File: src/rtl/grmc_pkg.sv
// ----------------------------------------------------------------------------
// grmc_pkg
// Shared types, constants and tables for the grid ray march column unit.
// ----------------------------------------------------------------------------
`default_nettype none

package grmc_pkg;

    localparam int MAP_SIZE_DEF  = 16;
    localparam int MAX_DEPTH_DEF = 16;

    localparam int CELL_W      = 4;
    localparam int MAP_ROWS    = 16;
    localparam int MAP_COLS    = 16;
    localparam int CFG_IDX_W   = 3;
    localparam int CFG_DATA_W  = 64;
    localparam int POS_IN_W    = 12;
    localparam int ANG_W       = 16;
    localparam int COL_W       = 8;
    localparam int FOV_W       = 16;
    localparam int SWIDTH_W    = 9;
    localparam int SHEIGHT_W   = 7;

    localparam int TRIG_W      = 18;
    localparam int Z_W         = 17;
    localparam int ATAN_W      = 14;
    localparam int ITER_W      = 4;
    localparam int CORDIC_ITERS = 14;
    localparam logic signed [TRIG_W-1:0] CORDIC_K = 18'sd9949;

    localparam int POS_W       = 26;
    localparam int CELL_SPAN   = 163840;
    localparam int VEC_W       = 14;
    localparam int MAG2_W      = 26;
    localparam int PMAG_W      = 27;
    localparam int PROD_W      = 56;
    localparam logic [29:0] COS2_Q30 = 30'd1071059706;

    localparam int DIV_NUM_W   = 24;
    localparam int DIV_DEN_W   = 11;
    localparam int DIV_CNT_W   = 5;
    localparam int ROWN_W      = 20;

    localparam int DIST_OUT_W  = 8;
    localparam int ROW_W       = 11;
    localparam int SHADE_W     = 3;

    typedef enum logic [CFG_IDX_W-1:0] {
        REG_MAP_0_3   = 3'd0,
        REG_MAP_4_7   = 3'd1,
        REG_MAP_8_11  = 3'd2,
        REG_MAP_12_15 = 3'd3,
        REG_FOV       = 3'd4,
        REG_WIDTH     = 3'd5,
        REG_HEIGHT    = 3'd6
    } cfg_reg_t;

    typedef enum logic [SHADE_W-1:0] {
        SHADE_BLANK  = 3'd0,
        SHADE_FULL   = 3'd1,
        SHADE_DARK   = 3'd2,
        SHADE_MEDIUM = 3'd3,
        SHADE_LIGHT  = 3'd4
    } shade_t;

    typedef enum logic [3:0] {
        OP_NONE,
        OP_LOAD,
        OP_ANGLE,
        OP_CORDIC,
        OP_MARCH_INIT,
        OP_MARCH,
        OP_EDGE_M,
        OP_EDGE_SEL,
        OP_EDGE_P,
        OP_EDGE_SQ,
        OP_EDGE_CMP,
        OP_DIV_ROW,
        OP_FINISH
    } dp_op_t;

    typedef enum logic [3:0] {
        S_IDLE,
        S_DIV_ANG,
        S_ANGLE,
        S_CORDIC,
        S_MARCH_INIT,
        S_MARCH,
        S_EDGE_M,
        S_EDGE_SEL,
        S_EDGE_P,
        S_EDGE_SQ,
        S_EDGE_CMP,
        S_ROW_START,
        S_DIV_ROW,
        S_FINISH
    } ctrl_state_t;

    typedef struct packed {
        dp_op_t op;
        logic   corner_sel;
    } dp_cmd_t;

    typedef struct packed {
        logic div_done;
        logic cordic_last;
        logic march_stop;
        logic march_hit;
    } dp_status_t;

    function automatic logic [ATAN_W-1:0] atan_entry(input logic [ITER_W-1:0] idx);
        logic [ATAN_W-1:0] v;
        case (idx)
            4'd0:    v = 14'd8192;
            4'd1:    v = 14'd4836;
            4'd2:    v = 14'd2555;
            4'd3:    v = 14'd1297;
            4'd4:    v = 14'd651;
            4'd5:    v = 14'd326;
            4'd6:    v = 14'd163;
            4'd7:    v = 14'd81;
            4'd8:    v = 14'd41;
            4'd9:    v = 14'd20;
            4'd10:   v = 14'd10;
            4'd11:   v = 14'd5;
            4'd12:   v = 14'd3;
            4'd13:   v = 14'd1;
            default: v = 14'd0;
        endcase
        return v;
    endfunction

    // cell index of an in-range track value: t / 163840, t >> 14 then / 10
    function automatic logic [CELL_W-1:0] cell_of(input logic signed [POS_W-1:0] t);
        logic [15:0] prod;
        prod = t[21:14] * 8'd205;
        return t[POS_W-1] ? '0 : prod[14:11];
    endfunction

endpackage

`default_nettype wire

File: src/rtl/grmc_ctrl.sv
// ----------------------------------------------------------------------------
// grmc_ctrl
// Sequencer for one column: angle divide, CORDIC, march, corner test, rows.
// ----------------------------------------------------------------------------
`default_nettype none

module grmc_ctrl
(
    input  wire logic                 clk,
    input  wire logic                 rst_n,
    input  wire logic                 start,
    output logic                      busy,
    output grmc_pkg::dp_cmd_t         cmd,
    input  wire grmc_pkg::dp_status_t status
);
    import grmc_pkg::*;

    ctrl_state_t state_reg, state_next;
    logic        sel_reg, sel_next;

    always_ff @(posedge clk or negedge rst_n)
    begin
        if (!rst_n)
        begin
            state_reg <= S_IDLE;
            sel_reg   <= 1'b0;
        end
        else
        begin
            state_reg <= state_next;
            sel_reg   <= sel_next;
        end
    end

    always_comb
    begin
        state_next     = state_reg;
        sel_next       = sel_reg;
        cmd.op         = OP_NONE;
        cmd.corner_sel = sel_reg;
        case (state_reg)
            S_IDLE:
            begin
                if (start)
                begin
                    cmd.op     = OP_LOAD;
                    state_next = S_DIV_ANG;
                end
            end
            S_DIV_ANG:
            begin
                if (status.div_done)
                    state_next = S_ANGLE;
            end
            S_ANGLE:
            begin
                cmd.op     = OP_ANGLE;
                state_next = S_CORDIC;
            end
            S_CORDIC:
            begin
                cmd.op = OP_CORDIC;
                if (status.cordic_last)
                    state_next = S_MARCH_INIT;
            end
            S_MARCH_INIT:
            begin
                cmd.op     = OP_MARCH_INIT;
                state_next = S_MARCH;
            end
            S_MARCH:
            begin
                cmd.op   = OP_MARCH;
                sel_next = 1'b0;
                if (status.march_stop)
                    state_next = status.march_hit ? S_EDGE_M : S_ROW_START;
            end
            S_EDGE_M:
            begin
                cmd.op     = OP_EDGE_M;
                state_next = S_EDGE_SEL;
            end
            S_EDGE_SEL:
            begin
                cmd.op     = OP_EDGE_SEL;
                state_next = S_EDGE_P;
            end
            S_EDGE_P:
            begin
                cmd.op     = OP_EDGE_P;
                state_next = S_EDGE_SQ;
            end
            S_EDGE_SQ:
            begin
                cmd.op     = OP_EDGE_SQ;
                state_next = S_EDGE_CMP;
            end
            S_EDGE_CMP:
            begin
                cmd.op = OP_EDGE_CMP;
                if (sel_reg)
                    state_next = S_ROW_START;
                else
                begin
                    sel_next   = 1'b1;
                    state_next = S_EDGE_P;
                end
            end
            S_ROW_START:
            begin
                cmd.op     = OP_DIV_ROW;
                state_next = S_DIV_ROW;
            end
            S_DIV_ROW:
            begin
                if (status.div_done)
                    state_next = S_FINISH;
            end
            S_FINISH:
            begin
                cmd.op     = OP_FINISH;
                state_next = S_IDLE;
            end
            default:
            begin
                state_next = S_IDLE;
            end
        endcase
    end

    assign busy = (state_reg != S_IDLE);

endmodule

`default_nettype wire

File: config.mk
export PLATFORM = sky130hd
export DESIGN_NAME = grmc_ctrl
export DESIGN_NICKNAME = d
export VERILOG_FILES = /design/src/rtl/grmc_pkg.sv /design/src/rtl/grmc_ctrl.sv
export SDC_FILE = /design/constraint.sdc
export NUM_CORES = 1
export LEC_CHECK = 0
export BUFFER_PORTS_ARGS = -buffer_cell sky130_fd_sc_hd__buf_2
export CAP_MARGIN = 20
export CORE_MARGIN = 3
export CORE_UTILIZATION = 25
export CTS_CLUSTER_DIAMETER = 40
export DETAILED_ROUTE_END_ITERATION = 12
export GPL_ROUTABILITY_DRIVEN = 0
export GPL_TIMING_DRIVEN = 1
export PLACE_DENSITY = 0.41
export SYNTH_ARGS = -nofsm -noshare
export SYNTH_HDL_FRONTEND = slang
export SYNTH_SLANG_ARGS = --single-unit
File: constraint.sdc
create_clock -name clk -period 1.9 [get_ports clk]
set_input_delay 0.285 -clock clk [delete_from_list [all_inputs] [get_ports clk]]
set_output_delay 0.285 -clock clk [all_outputs]
set_load 0.005 [all_outputs]
[Word-level counts from Yosys, hierarchy flattened]
Index checks and enable logic that the tools add are counted.
Word-level totals
  flip-flop bits (word level): 5
  bits of input ports: 7
  output and inout port bits: 6
  word-level logic and storage cells: 35
Operators by class
  eq/ne operators: 18
  mux-type cells: 11
  reduce and logical (&&, ||, !) cells: 4
Operator list (count)
  $pmux W4 S13: 1
  $pmux W4 S12: 1
  $eq A4 B4 Y1 const B: 6
  $mux W4: 6
  $eq A4 B3 Y1 const B: 4
  $ne A2 B2 Y1 const B: 5
  $eq A4 B2 Y1 const B: 2
  $reduce_and A5 Y1: 1
  $eq A4 B1 Y1 const B: 1
  $logic_not A4 Y1: 1
  $reduce_bool A4 Y1: 1
  $mux W2: 1
  $pmux W1 S2: 1
  $reduce_bool A2 Y1: 1
  $mux W1: 1

[Depth between registers and ports, before layout]
  word-level depth: 3
  depth in mapped cells: 5
  gate-level depth less buffers: 4

[Least setup slack after synthesis]
No wires, ideal clock.
  path kind: register -> output
  from: register state_reg[1]
  to: output busy
  arrival time: 1.098 ns
  data required time: 1.615 ns
  slack: 0.517 ns
  stages on the path, launching flop included: 3
  buffers on the path: 1
  cells stage by stage: dfrtp_1 -> buf_2 -> or4_1
On the way
  longest elaborated chain between the ends: 1
RTL lines
  start, declared: line grmc_ctrl.sv:18  | ctrl_state_t state_reg, state_next;
  start signal, assigned: line grmc_ctrl.sv:30  | state_reg <= state_next;
  $reduce_bool A4 Y1: line grmc_ctrl.sv:131  | assign busy = (state_reg != S_IDLE);
  end, declared: line grmc_ctrl.sv:12  | output logic busy,
Every way passes these cells.

==> metrics.yaml <==
clocking:
  clockBufferDepth: 2
  ctsRootBufferMaster: "clkbuf_4"
  cts_tree: "done"
  cts.clk_slew.worst_paths_ns: 0.05
  htree_num_levels: 1
  numCtsBuffers: 3
  cts_setup_buffers: 0
  clk_latency_ns: 0.25
  clock_sinks: 5
grt:
  first_global_vias: 427
  grt_pass1_wl_um: 1950
  grt_usage_pct: 10.9
  grt.overflow.total: 0
  grt_antenna_before_repair: 0
  grt_max_degree: 17
hold_path:
  whs_path_depth: 2
  hold_path.class: "primary input to flop"
  hp-start: "status[3]"
power_and_ir_drop:
  switching_share_pct: 49.0
  p_int_mw: 0.483
  power.switching_mw: 0.463
  p_seq_share_pct: 34.3
  ir_drop_mv: 0.636
  pwr-share-clk_pct: 13.5
  power_mw: 0.946
  power_density_mw_per_mm2: 1710
  p_leak_nw: 0.220
  share_comb_of_total_power_pct: 52.2
route:
  dr_total_vias: 463
  drc: 0
  ant_nets: 0
  drt_iter0_drc: 9
  vias_per_cell: 5.09
  wire_per_inst_um: 12.7
  routed_wl_um: 1150
  dr.pass1.iters: 4
critical_path:
  start_kind: "flop"
  endpoint_kind: "output port"
  worst-setup-path-type: "flop to output port"
  critical_path.startpoint: "state_reg[1]"
  worstPathArrival_ns: 1.48
  cp_data_required_time_ns: 1.62
  crit_fanout: 13
  rr_startpoint: "state_reg[3]"
  worstRegToRegCells: 4
placed_design:
  io_buffers: 12
  dp_hpwl_um: 830
cells_and_area:
  layout.nets: 75
  nFillCells: 191
  area_growth_syn_to_layout_pct: 22.2
  final_cell_mix: "12 x buf_2, 7 x a21oi_1, 4 x inv_1, 4 x o21ai_0, 4 x dfrtp_1"
  diodes: 0
  final_common_cell: "buf_2"
  drive_gt1_share_pct: 34.3
  largest_register_ffs: 4
die:
  die_x_um: 48.5
  die_h_um: 48.5
  die-area_mm2: 0.00235
  io_pins: 13
  std_cell_rows: 14
  core_mm2: 0.00159
  start_util_pct: 28.3
yosys:
  syn_inst: 55
  yosysSeqAreaShare_pct: 27.7
  synth_area_leaders: "dfrtp_1 28%, a21oi_1 7.8%, o32ai_4 6.1%, buf_2 4.4%, mux2i_1 4.4%"
  synth-seq-cells: 5
  synth_top_area_share_pct: 27.7
  synth_cell_type_count: 28
  synth_largest_area_cell: "dfrtp_1"
  yosysWarnings: 0
  syn_area_per_cell_um2: 8.21
  synth_area_um2: 452
  synth.net_count: 62
job:
  drv_cap: 0
sta:
  hold_violations: 0
  setup_violations: 0
  period_needed_ns: 1.77
  grt_setup_unrepaired: "no"
  relSlewSlack_pct: 68.1
  drv_slew: 0
  fin_crit_sh_pct: 93.0
  clock_skew_ns: 0.00213
  tightest_slew_ns: 0.478
  fmax_ghz: 0.566
  tns_ns: 0
run_status:
  status: "finished, final reports clean"
-- timing repair --
item | 4_1_cts | 5_1_grt
endpoints found under the setup margin | 0 | 1
resized for setup | 0 | 1
hold buffers | 1 | 0
hold endpoints to repair | 5 | 0
-- synth_stat cells --
| master | instances |
|---|---|
| inv_2 | 2 |
| o32ai_1 | 1 |
| buf_4 | 1 |
| a21oi_1 | 7 |
| o22ai_1 | 1 |
| nor4b_1 | 1 |
| o21ai_1 | 2 |
| mux2i_1 | 2 |
| o21ai_0 | 4 |
| nor3_1 | 2 |
| a31oi_1 | 2 |
| or4_1 | 1 |
| nor3b_2 | 1 |
| or3b_1 | 1 |
| a221oi_1 | 1 |
| a21oi_2 | 1 |
| o32ai_4 | 1 |
| dfrtp_1 | 5 |
| inv_1 | 4 |
| buf_2 | 4 |
| a21boi_0 | 1 |
| and2_4 | 1 |
| mux2_2 | 1 |
| nand3_1 | 2 |
| a211oi_1 | 1 |
| nand2_1 | 1 |
| o211ai_1 | 2 |
| nor2_1 | 2 |
-- layout make-up --
type                            count  area, µm²  area share, %
Multi-Input combinational cell     39        277           50.1
Tap cell                           24       30.0           5.44
Inverter                            6       22.5           4.08
Sequential cell                     5        126           22.9
Clock buffer                        4       26.3           4.76
Timing Repair Buffer               13       70.1           12.7
-- critical path, stage by stage, from the launching register on --
cell     delay, ns
dfrtp_1       0.54
nor4b_1       0.34
a21oi_1       0.07
o32ai_1       0.12
buf_2         0.15
-- power groups by stage --
stage / registers (mW) / clock network (mW) / logic (mW)
finish: 0.325 / 0.128 / 0.494
floorplan: 0.209 / 0 / 0.478
detailed placement: 0.322 / 0 / 0.498
global placement: 0.333 / 0 / 0.514
CTS: 0.321 / 0.128 / 0.502
global route: 0.345 / 0.136 / 0.554
-- path summary, 6_finish.rpt --
kind / endpoint / slack (ns)
max in group asynchronous: state_reg[0] / 1.38
hold reg to reg: sel_reg / 0.59
setup reg to reg: state_reg[2] / 0.36
min in group asynchronous: state_reg[3] / 0.38
setup / recovery: cmd[1] / 0.13
hold / removal: state_reg[3] / 0.26
-- cell families (layout without fill, tap and decap cells) --
family	count (synthesis)	in the layout	share of synthesized area [%]
AO/OA/AOI/OAI	24	24	37.1
flip-flops	5	5	27.7
multiplexers	3	3	6.93
AND/OR/NAND/NOR	12	12	17.2
buffers and inverters	11	23	11.1
-- per-layer routing --
metal | vias to the layer above | track usage, % | wire (µm)
met5 | - | 0 | 0
met2 | 15 | 15.6 | 525
met4 | 0 | 8.53 | 38
met1 | 216 | 13.6 | 538
met3 | 4 | 3.07 | 50
li1 | 228 | - | -
-- through the flow --
stage                     hold slack, ns  area [µm²]  utilization (%)  setup WS (ns)  std cells
after floorplan                  -0.0106         452                -          0.517         55
after global placement             0.108         514             32.3          0.268         86
after detailed placement           0.104         514             32.3          0.329         86
after CTS                          0.263         551             34.5         0.0535         91
after global routing               0.267         552             34.6         0.0295         91
final                              0.262         552             34.6          0.133         91
Note: power is estimated with default switching activity, not from simulation.
